**src/design/hdrx_pkg.sv**
```systemverilog
// ----------------------------------------------------------------------------
// hdrx_pkg
// Types and constants shared by the Ethernet/IP header extractor.
// ----------------------------------------------------------------------------
package hdrx_pkg;

    localparam logic [15:0] ETYPE_IPV4     = 16'h0800;
    localparam logic [15:0] ETYPE_IPV6     = 16'h86DD;
    localparam logic [3:0]  IHL_MASK       = 4'hF;
    localparam logic [6:0]  IPV4_MIN_HDR   = 7'd20;
    localparam logic [7:0]  PROTO_TCP      = 8'd6;
    localparam logic [7:0]  PROTO_UDP      = 8'd17;
    localparam logic [7:0]  COUNT_MAX      = 8'd255;

    // frame byte offsets
    localparam logic [7:0]  OFS_SRC_MAC    = 8'd6;
    localparam logic [7:0]  OFS_ETYPE      = 8'd12;
    localparam logic [7:0]  OFS_L3         = 8'd14;
    localparam logic [7:0]  OFS_V4_IHL_END = 8'd15;
    localparam logic [7:0]  OFS_V4_PROTO   = 8'd23;
    localparam logic [7:0]  OFS_V4_SRC     = 8'd26;
    localparam logic [7:0]  OFS_V4_DST     = 8'd30;
    localparam logic [7:0]  OFS_V4_END     = 8'd34;
    localparam logic [7:0]  OFS_V6_NXT     = 8'd20;
    localparam logic [7:0]  OFS_V6_SRC     = 8'd22;
    localparam logic [7:0]  OFS_V6_SRC_LO  = 8'd30;
    localparam logic [7:0]  OFS_V6_DST     = 8'd38;
    localparam logic [7:0]  OFS_V6_DST_LO  = 8'd46;
    localparam logic [7:0]  OFS_V6_END     = 8'd54;

    typedef enum logic [1:0] {
        LK_OTHER  = 2'd0,
        LK_IPV4   = 2'd1,
        LK_V4_BAD = 2'd2,
        LK_IPV6   = 2'd3
    } layer_kind_t;

    typedef struct packed {
        logic [7:0] data_byte;
        logic       last_byte;
    } hdrx_in_t;

    typedef struct packed {
        logic [47:0] dst_mac;
        logic [47:0] src_mac;
        logic [15:0] ethertype;
        logic [7:0]  protocol;
        logic [63:0] src_addr_high;
        logic [63:0] src_addr_low;
        logic [63:0] dst_addr_high;
        logic [63:0] dst_addr_low;
        logic [15:0] source_port;
        logic [15:0] dest_port;
        layer_kind_t layer_kind;
        logic        truncated;
    } hdrx_out_t;

    // input register status toward the parser and output stage
    typedef struct packed {
        logic     valid;
        logic     advance;
        hdrx_in_t item;
    } hdrx_stage_t;

    // per-frame capture state
    typedef struct packed {
        logic [7:0]  count;
        logic [5:0]  ihl_bytes;
        logic [47:0] dst_mac;
        logic [47:0] src_mac;
        logic [15:0] etype;
        logic [7:0]  proto;
        logic [63:0] src_hi;
        logic [63:0] src_lo;
        logic [63:0] dst_hi;
        logic [63:0] dst_lo;
        logic [15:0] sport;
        logic [15:0] dport;
    } frame_state_t;

endpackage

```
**src/design/hdrx_in_stage.sv**
```systemverilog
// ----------------------------------------------------------------------------
// hdrx_in_stage
// Input register; holds a last byte while the output register is full and stalled.
// ----------------------------------------------------------------------------
module hdrx_in_stage
    import hdrx_pkg::*;
(
    input  logic        clk,
    input  logic        rst_n,
    input  logic        item_valid,
    output logic        item_stall,
    input  hdrx_in_t    item,
    input  logic        out_free,
    output hdrx_stage_t stage
);

    logic     valid_reg;
    logic     valid_next;
    hdrx_in_t item_reg;
    logic     advance;
    logic     take;

    // non-last bytes always move on; a last byte needs room in the output
    assign advance    = valid_reg && (!item_reg.last_byte || out_free);
    assign item_stall = valid_reg && !advance;
    assign take       = item_valid && !item_stall;
    assign valid_next = take || (valid_reg && !advance);

    always_ff @(posedge clk or negedge rst_n)
    begin
        if (!rst_n)
        begin
            valid_reg <= 1'b0;
        end
        else
        begin
            valid_reg <= valid_next;
        end
    end

    always_ff @(posedge clk)
    begin
        if (take)
        begin
            item_reg <= item;
        end
    end

    assign stage.valid   = valid_reg;
    assign stage.advance = advance;
    assign stage.item    = item_reg;

endmodule

```
**src/design/hdrx_parse.sv**
```systemverilog
// ----------------------------------------------------------------------------
// hdrx_parse
// Per-frame capture state: offset decode and byte shift-in.
// ----------------------------------------------------------------------------
module hdrx_parse
    import hdrx_pkg::*;
(
    input  logic         clk,
    input  logic         rst_n,
    input  hdrx_stage_t  stage,
    output frame_state_t cap
);

    frame_state_t state_reg;
    frame_state_t state_next;
    logic [7:0]   i;
    logic [7:0]   b;
    logic [7:0]   base;
    logic [7:0]   off;
    logic         port_ok;

    always_comb
    begin
        cap     = state_reg;
        i       = state_reg.count;
        b       = stage.item.data_byte;
        base    = OFS_L3 + {2'b00, state_reg.ihl_bytes};
        off     = i - base;
        port_ok = (i > OFS_L3) && ({1'b0, state_reg.ihl_bytes} >= IPV4_MIN_HDR)
                  && ((state_reg.proto == PROTO_TCP) || (state_reg.proto == PROTO_UDP))
                  && (i >= base);

        if (i < OFS_SRC_MAC)
        begin
            cap.dst_mac = {state_reg.dst_mac[39:0], b};
        end
        else if (i < OFS_ETYPE)
        begin
            cap.src_mac = {state_reg.src_mac[39:0], b};
        end
        else if (i < OFS_L3)
        begin
            cap.etype = {state_reg.etype[7:0], b};
        end
        else if (state_reg.etype == ETYPE_IPV4)
        begin
            if (i == OFS_L3)
            begin
                cap.ihl_bytes = {b[3:0] & IHL_MASK, 2'b00};
            end
            else if (i == OFS_V4_PROTO)
            begin
                cap.proto = b;
            end
            else if (i >= OFS_V4_SRC && i < OFS_V4_DST)
            begin
                cap.src_lo = {32'd0, state_reg.src_lo[23:0], b};
            end
            else if (i >= OFS_V4_DST && i < OFS_V4_END)
            begin
                cap.dst_lo = {32'd0, state_reg.dst_lo[23:0], b};
            end
            if (port_ok)
            begin
                if (off < 8'd2)
                begin
                    cap.sport = {state_reg.sport[7:0], b};
                end
                else if (off < 8'd4)
                begin
                    cap.dport = {state_reg.dport[7:0], b};
                end
            end
        end
        else if (state_reg.etype == ETYPE_IPV6)
        begin
            if (i == OFS_V6_NXT)
            begin
                cap.proto = b;
            end
            else if (i >= OFS_V6_SRC && i < OFS_V6_SRC_LO)
            begin
                cap.src_hi = {state_reg.src_hi[55:0], b};
            end
            else if (i >= OFS_V6_SRC_LO && i < OFS_V6_DST)
            begin
                cap.src_lo = {state_reg.src_lo[55:0], b};
            end
            else if (i >= OFS_V6_DST && i < OFS_V6_DST_LO)
            begin
                cap.dst_hi = {state_reg.dst_hi[55:0], b};
            end
            else if (i >= OFS_V6_DST_LO && i < OFS_V6_END)
            begin
                cap.dst_lo = {state_reg.dst_lo[55:0], b};
            end
        end

        cap.count = (i == COUNT_MAX) ? COUNT_MAX : i + 8'd1;

        // frame state clears after the last byte
        if (stage.advance)
        begin
            state_next = stage.item.last_byte ? '0 : cap;
        end
        else
        begin
            state_next = state_reg;
        end
    end

    always_ff @(posedge clk or negedge rst_n)
    begin
        if (!rst_n)
        begin
            state_reg <= '0;
        end
        else
        begin
            state_reg <= state_next;
        end
    end

endmodule

```
**src/design/hdrx_out_stage.sv**
```systemverilog
// ----------------------------------------------------------------------------
// hdrx_out_stage
// Result assembly with reach checks, and the result register.
// ----------------------------------------------------------------------------
module hdrx_out_stage
    import hdrx_pkg::*;
(
    input  logic         clk,
    input  logic         rst_n,
    input  hdrx_stage_t  stage,
    input  frame_state_t cap,
    output logic         out_free,
    output logic         result_valid,
    input  logic         result_stall,
    output hdrx_out_t    result
);

    hdrx_out_t res;
    hdrx_out_t result_reg;
    logic      valid_reg;
    logic      valid_next;
    logic      load;
    logic [7:0] n;
    logic [8:0] port_base;

    always_comb
    begin
        res       = '0;
        n         = cap.count;
        port_base = {1'b0, OFS_L3} + {3'd0, cap.ihl_bytes};

        if (n >= OFS_SRC_MAC)
        begin
            res.dst_mac = cap.dst_mac;
        end
        if (n >= OFS_ETYPE)
        begin
            res.src_mac = cap.src_mac;
        end
        if (n < OFS_L3)
        begin
            res.truncated = 1'b1;
        end
        else
        begin
            res.ethertype = cap.etype;
            if (cap.etype == ETYPE_IPV4)
            begin
                res.layer_kind = LK_IPV4;
                if (n < OFS_V4_IHL_END)
                begin
                    res.truncated = 1'b1;
                end
                else if ({1'b0, cap.ihl_bytes} < IPV4_MIN_HDR)
                begin
                    res.layer_kind = LK_V4_BAD;
                end
                else
                begin
                    if (n > OFS_V4_PROTO) res.protocol = cap.proto;
                    else res.truncated = 1'b1;
                    if (n >= OFS_V4_DST) res.src_addr_low = cap.src_lo;
                    else res.truncated = 1'b1;
                    if (n >= OFS_V4_END) res.dst_addr_low = cap.dst_lo;
                    else res.truncated = 1'b1;
                    if ((n > OFS_V4_PROTO)
                        && ((cap.proto == PROTO_TCP) || (cap.proto == PROTO_UDP)))
                    begin
                        if ({1'b0, n} >= port_base + 9'd2) res.source_port = cap.sport;
                        else res.truncated = 1'b1;
                        if ({1'b0, n} >= port_base + 9'd4) res.dest_port = cap.dport;
                        else res.truncated = 1'b1;
                    end
                end
            end
            else if (cap.etype == ETYPE_IPV6)
            begin
                res.layer_kind = LK_IPV6;
                if (n > OFS_V6_NXT) res.protocol = cap.proto;
                else res.truncated = 1'b1;
                if (n >= OFS_V6_DST)
                begin
                    res.src_addr_high = cap.src_hi;
                    res.src_addr_low  = cap.src_lo;
                end
                else
                begin
                    res.truncated = 1'b1;
                end
                if (n >= OFS_V6_END)
                begin
                    res.dst_addr_high = cap.dst_hi;
                    res.dst_addr_low  = cap.dst_lo;
                end
                else
                begin
                    res.truncated = 1'b1;
                end
            end
        end
    end

    assign out_free   = !valid_reg || !result_stall;
    assign load       = stage.advance && stage.item.last_byte;
    assign valid_next = load || (valid_reg && result_stall);

    always_ff @(posedge clk or negedge rst_n)
    begin
        if (!rst_n)
        begin
            valid_reg <= 1'b0;
        end
        else
        begin
            valid_reg <= valid_next;
        end
    end

    always_ff @(posedge clk)
    begin
        if (load)
        begin
            result_reg <= res;
        end
    end

    assign result_valid = valid_reg;
    assign result       = result_reg;

endmodule

```
**src/design/ethernet_ip_header_extractor_top.sv**
```systemverilog
// ----------------------------------------------------------------------------
// ethernet_ip_header_extractor_top
// Byte-wide Ethernet/IPv4/IPv6 header parser giving one result per frame.
// ----------------------------------------------------------------------------
//
//  channel | signals                          | payload    | transaction
//  --------+----------------------------------+------------+--------------------
//  item    | item_valid, item_stall, item     | hdrx_in_t  | one frame byte
//  result  | result_valid, result_stall, result| hdrx_out_t | one parsed frame
//
//  Cycles: a byte enters every cycle while item_stall is low; the result of a frame
//  is valid once its last byte has passed the input register, then the result register.
//  Reset: rst_n clears the valid flags and the frame capture state; payload
//  registers are not reset.
//  Stalls: only a last byte can wait in the input register, and only while the
//  result register is full and stalled; item_stall then rises.
//
module ethernet_ip_header_extractor_top
    import hdrx_pkg::*;
(
    input  logic      clk,
    input  logic      rst_n,
    input  logic      item_valid,
    output logic      item_stall,
    input  hdrx_in_t  item,
    output logic      result_valid,
    input  logic      result_stall,
    output hdrx_out_t result
);

    hdrx_stage_t  stage;
    frame_state_t cap;
    logic         out_free;

    // input register
    hdrx_in_stage u_in_stage (
        .clk        (clk),
        .rst_n      (rst_n),
        .item_valid (item_valid),
        .item_stall (item_stall),
        .item       (item),
        .out_free   (out_free),
        .stage      (stage)
    );

    // offset decode and capture of header bytes
    hdrx_parse u_parse (
        .clk   (clk),
        .rst_n (rst_n),
        .stage (stage),
        .cap   (cap)
    );

    // field selection on the last byte, result register
    hdrx_out_stage u_out_stage (
        .clk          (clk),
        .rst_n        (rst_n),
        .stage        (stage),
        .cap          (cap),
        .out_free     (out_free),
        .result_valid (result_valid),
        .result_stall (result_stall),
        .result       (result)
    );

`ifndef SYNTHESIS
    // a byte that is not last never waits
    a_nonlast_moves: assert property (@(posedge clk) disable iff (!rst_n)
        (stage.valid && !stage.item.last_byte) |-> stage.advance)
        else $error("non-last byte held in input register");

    // upstream stall only when a last byte is blocked by a stalled result
    a_stall_cause: assert property (@(posedge clk) disable iff (!rst_n)
        item_stall |-> (stage.valid && stage.item.last_byte && result_valid && result_stall))
        else $error("item_stall without a blocked last byte");

    // a last byte that moves on produces a result next cycle
    a_last_gives_result: assert property (@(posedge clk) disable iff (!rst_n)
        (stage.advance && stage.item.last_byte) |=> result_valid)
        else $error("last byte did not produce a result");

    // ports appear only for IPv4 with a good header
    a_ports_ipv4: assert property (@(posedge clk) disable iff (!rst_n)
        (result_valid && result.layer_kind != LK_IPV4)
            |-> (result.source_port == 16'd0 && result.dest_port == 16'd0))
        else $error("ports set outside IPv4");
`endif

endmodule
```
**config.mk**
```make
export PLATFORM = sky130hd
export DESIGN_NAME = ethernet_ip_header_extractor_top
export DESIGN_NICKNAME = d
export VERILOG_FILES = /design/src/design/hdrx_pkg.sv /design/src/design/hdrx_in_stage.sv /design/src/design/hdrx_parse.sv /design/src/design/hdrx_out_stage.sv /design/src/design/ethernet_ip_header_extractor_top.sv
export SDC_FILE = /design/constraint.sdc
export NUM_CORES = 2
export LEC_CHECK = 0
export BUFFER_PORTS_ARGS = -buffer_cell sky130_fd_sc_hd__buf_4
export CAP_MARGIN = 20
export CELL_PAD_IN_SITES_DETAIL_PLACEMENT = 2
export CELL_PAD_IN_SITES_GLOBAL_PLACEMENT = 2
export CORE_MARGIN = 5
export CORE_UTILIZATION = 39
export DETAILED_ROUTE_END_ITERATION = 10
export PLACE_DENSITY_LB_ADDON = 0.12
export SLEW_MARGIN = 20
export SYNTH_ARGS = -nofsm -noshare
export SYNTH_HDL_FRONTEND = slang
export SYNTH_SLANG_ARGS = --single-unit
```
**constraint.sdc**
```tcl
create_clock -name clk -period 12.8 [get_ports clk]
set_input_delay 1.92 -clock clk [delete_from_list [all_inputs] [get_ports clk]]
set_output_delay 1.92 -clock clk [all_outputs]
set_load 0.05 [all_outputs]
```
==> qor.csv <==
metric,value,unit
path_clk_slew,0.06,ns
p_sw_share,25.20,%
worstPathRequired,13.17,ns
grt_pass1_wl,187.8,mm
root_buffer,clkbuf_16,
end_kind,flip-flop,
grt_use_total,24.58,%
power,0.006180,W
numPortBuffers,425,
drtIter0Drc,1780,
path_cells,or4_1 > or3_4 > nor3_4 > mux2i_1 > ha_1 > inv_1 > o31a_1 > o221ai_1 > xnor2_1 > ha_1 > a2111oi_0 > a32oi_1 > nand3_2 > nor2_1,
hp-class,reg2reg,
ys_seq_area_share,65.15,%
io_pins,426,
clock_tree.buffer_depth,3,
start_kind,flip-flop,
slew_headroom,25.84,%
drt_first_pass_iters,5,
regArea,23220,sq um
drc,0,
arrival,5.96,ns
clockPowerShare,44.7,%
grt_max_degree,186,
rsz0062_at_grt,no,
critPathBufInv,1,
largest_register_ffs,414,
gr-total-overflow,0,
slew_violations,0,
postSynthCellCount,3109,
comb_power_share,7.3,%
ctsResizeCount,0,
core_area,90420,sq um
final_cell_mix,"nand2_1 (802), buf_4 (472), dfrtp_1 (424), edfxtp_1 (420), a21oi_1 (396)",
p_leak,16.83,nW
wl_per_cell,26.25,um
vias,26834,
antenna_found_initial,9,
yosys.area.top_type,edfxtp_1,
ir_drop,0.09847,mV
synth_edf_count,420,
maxCapViolCount,0,
crit_fanout,16,
internal_power,0.004622,W
syn_avg_cell_area,11.46,sq um
yosys_most_used_dff,dfrtp_1,
min_period,5.588,ns
wirelength,123.5,mm
fillers,8984,
h-tree-depth,3,
yosysTopAreaCellShare,35.39,%
tightest_slew,1.102,ns
slowest_delay,0.78,ns
num_rows,110,
avgViaCountPerCell,5.702,
timing.final.crit_share,43.65,%
mostFrequentLayoutCell,nand2_1,
cts_sinks,844,
synth_seq_cells,844,
ys_warn_count,0,
hpwl,78.16,mm
yosys-top-cells-area,"edfxtp_1 (35%), dfrtp_1 (30%), a22o_1 (9.4%)",
clock_latency,0.65,ns
grt_pass1_vias,29474,
setup_viol,0,
fin_setup_tns,0,ns
syn_to_final_growth,21.46,%
gp_congestion,0.8354,
cp_top_family,simple AND/OR/NAND/NOR gates,
drive_gt1_share,19.54,%
dieArea,97530,sq um
p_switching,0.001557,W
final_hold_viol_count,0,
synth_nets,3153,
cts_made_buffers,94,
syn_area,35640,sq um
initial_utilization,39.42,%
seqPwrFrac,48.0,%
skew,0.03347,ns
die_width,312.3,um
final_antenna_net_count,0,
run_status,completed,
synthArstFlopShare,50.24,%
cts_setup_buffers,0,
critPathKind,reg2reg,
final_nets,3489,
power_density,142.7,nW/um^2
multi_input_area,11630,sq um
fmax,0.1790,GHz
synth_cell_types,72,
ctsHoldBuffers,0,
cpMaxStageDelayCell,or4_1,
crit_top_cell,ha_1,
cts_tree,done,
die_h,312.3,um
[worst paths after layout]
check / from / to / slack, ns / cells after the start
setup / recovery: u_parse.i[4] / u_out_stage.result[9] / 7.21 / 14
hold / removal: u_parse.state_reg[359] / u_parse.state_reg[359] / 0.49 / 1
setup reg to reg: u_parse.i[4] / u_out_stage.result[9] / 7.21 / 14
hold reg to reg: u_parse.state_reg[359] / u_parse.state_reg[359] / 0.49 / 1
max in group asynchronous: rst_n / u_parse.state_reg[369] / 10.09 / 2
min in group asynchronous: rst_n / u_parse.state_reg[283] / 1.23 / 1
[cells by family after synthesis]
kind of cell | share of synthesized area [%]
and+or+nand+nor | 11.58
AOI/OAI and AO/OA | 17.34
DFF | 65.15
buffers and inverters | 2.966
muxes | 1.457
adders and majority gates | 1.109
xor gates and xnor gates | 0.3932
[power by group through the flow]
stage,clock (W),sequential (W),combinational (W)
6_report,0.00276,0.00296,0.000454
5_1_grt,0.00296,0.00297,0.000480
4_1_cts,0.00283,0.00296,0.000458
3_5_place_dp,0,0.00302,0.000457
3_3_place_gp,0,0.00301,0.000448
2_1_floorplan,0,0.00317,0.000132
[stage by stage]
stage | worst slack, ns | hold WS (ns) | area, sq um | utilization (%) | cells
4_1_cts | 7.215 | 0.4865 | 43210 | 47.79 | 4700
3_5_place_dp | 7.252 | 0.4728 | 40050 | 44.30 | 4522
5_1_grt | 6.844 | 0.5144 | 43280 | 47.87 | 4703
3_3_place_gp | 7.399 | 0.4608 | 40020 | 44.26 | 4521
6_report | 7.212 | 0.4866 | 43290 | 47.87 | 4706
2_1_floorplan | 0.5312 | 0.4492 | 35640 | - | 3109
[cells in the mapped netlist, types with 4 or more instances]
| cell type | count |
|---|---|
| nor2_1 | 74 |
| a22o_1 | 383 |
| mux2i_1 | 47 |
| clkbuf_1 | 193 |
| buf_4 | 6 |
| xnor2_1 | 9 |
| o21a_1 | 5 |
| ha_1 | 30 |
| nor3_1 | 15 |
| a21o_1 | 4 |
| nand2_1 | 805 |
| inv_1 | 24 |
| and2_1 | 8 |
| and3_1 | 9 |
| nand2b_1 | 16 |
| xor2_1 | 7 |
| a211oi_1 | 4 |
| buf_2 | 24 |
| nor4_1 | 13 |
| nand3_1 | 12 |
| a21oi_1 | 399 |
| o21ai_1 | 9 |
| buf_1 | 16 |
| o21ai_0 | 50 |
| nor2b_1 | 6 |
| edfxtp_1 | 420 |
| nand4_1 | 15 |
| dfrtp_1 | 424 |
| o211ai_1 | 5 |
| o22ai_1 | 5 |
| a31oi_1 | 4 |
| nor4bb_1 | 4 |
[per-layer routing]
metal	GRT usage [%]	share of wire [%]	vias to the layer above
li1	-	-	11884
met1	32.10	42	14185
met2	42.76	50	596
met3	3.856	4.4	165
met4	6.982	2.8	4
met5	0	0.025	-
[final cells by class]
class	instances	share of cell area [%]
tap	1176	3.399
inverter	25	0.2225
antenna	3	0.01734
timing repair buffer	480	8.567
clock inverter	52	1.156
multi-input combinational	2000	26.86
sequential	844	53.64
clock buffer	126	6.139
[worst register-to-register path, delay by kind of cell (launching register included)]
kind                     cells  cell delay (ns)
adder cells (fa/ha/maj)      2             0.64
XOR/XNOR                     1             0.18
multiplexers                 1             0.48
AO/OA/AOI/OAI                4             1.18
AND/OR/NAND/NOR              5             2.27
buffers and inverters        1             0.07
flip-flops                   1             0.53
Note: power is estimated with default switching activity, not from simulation.
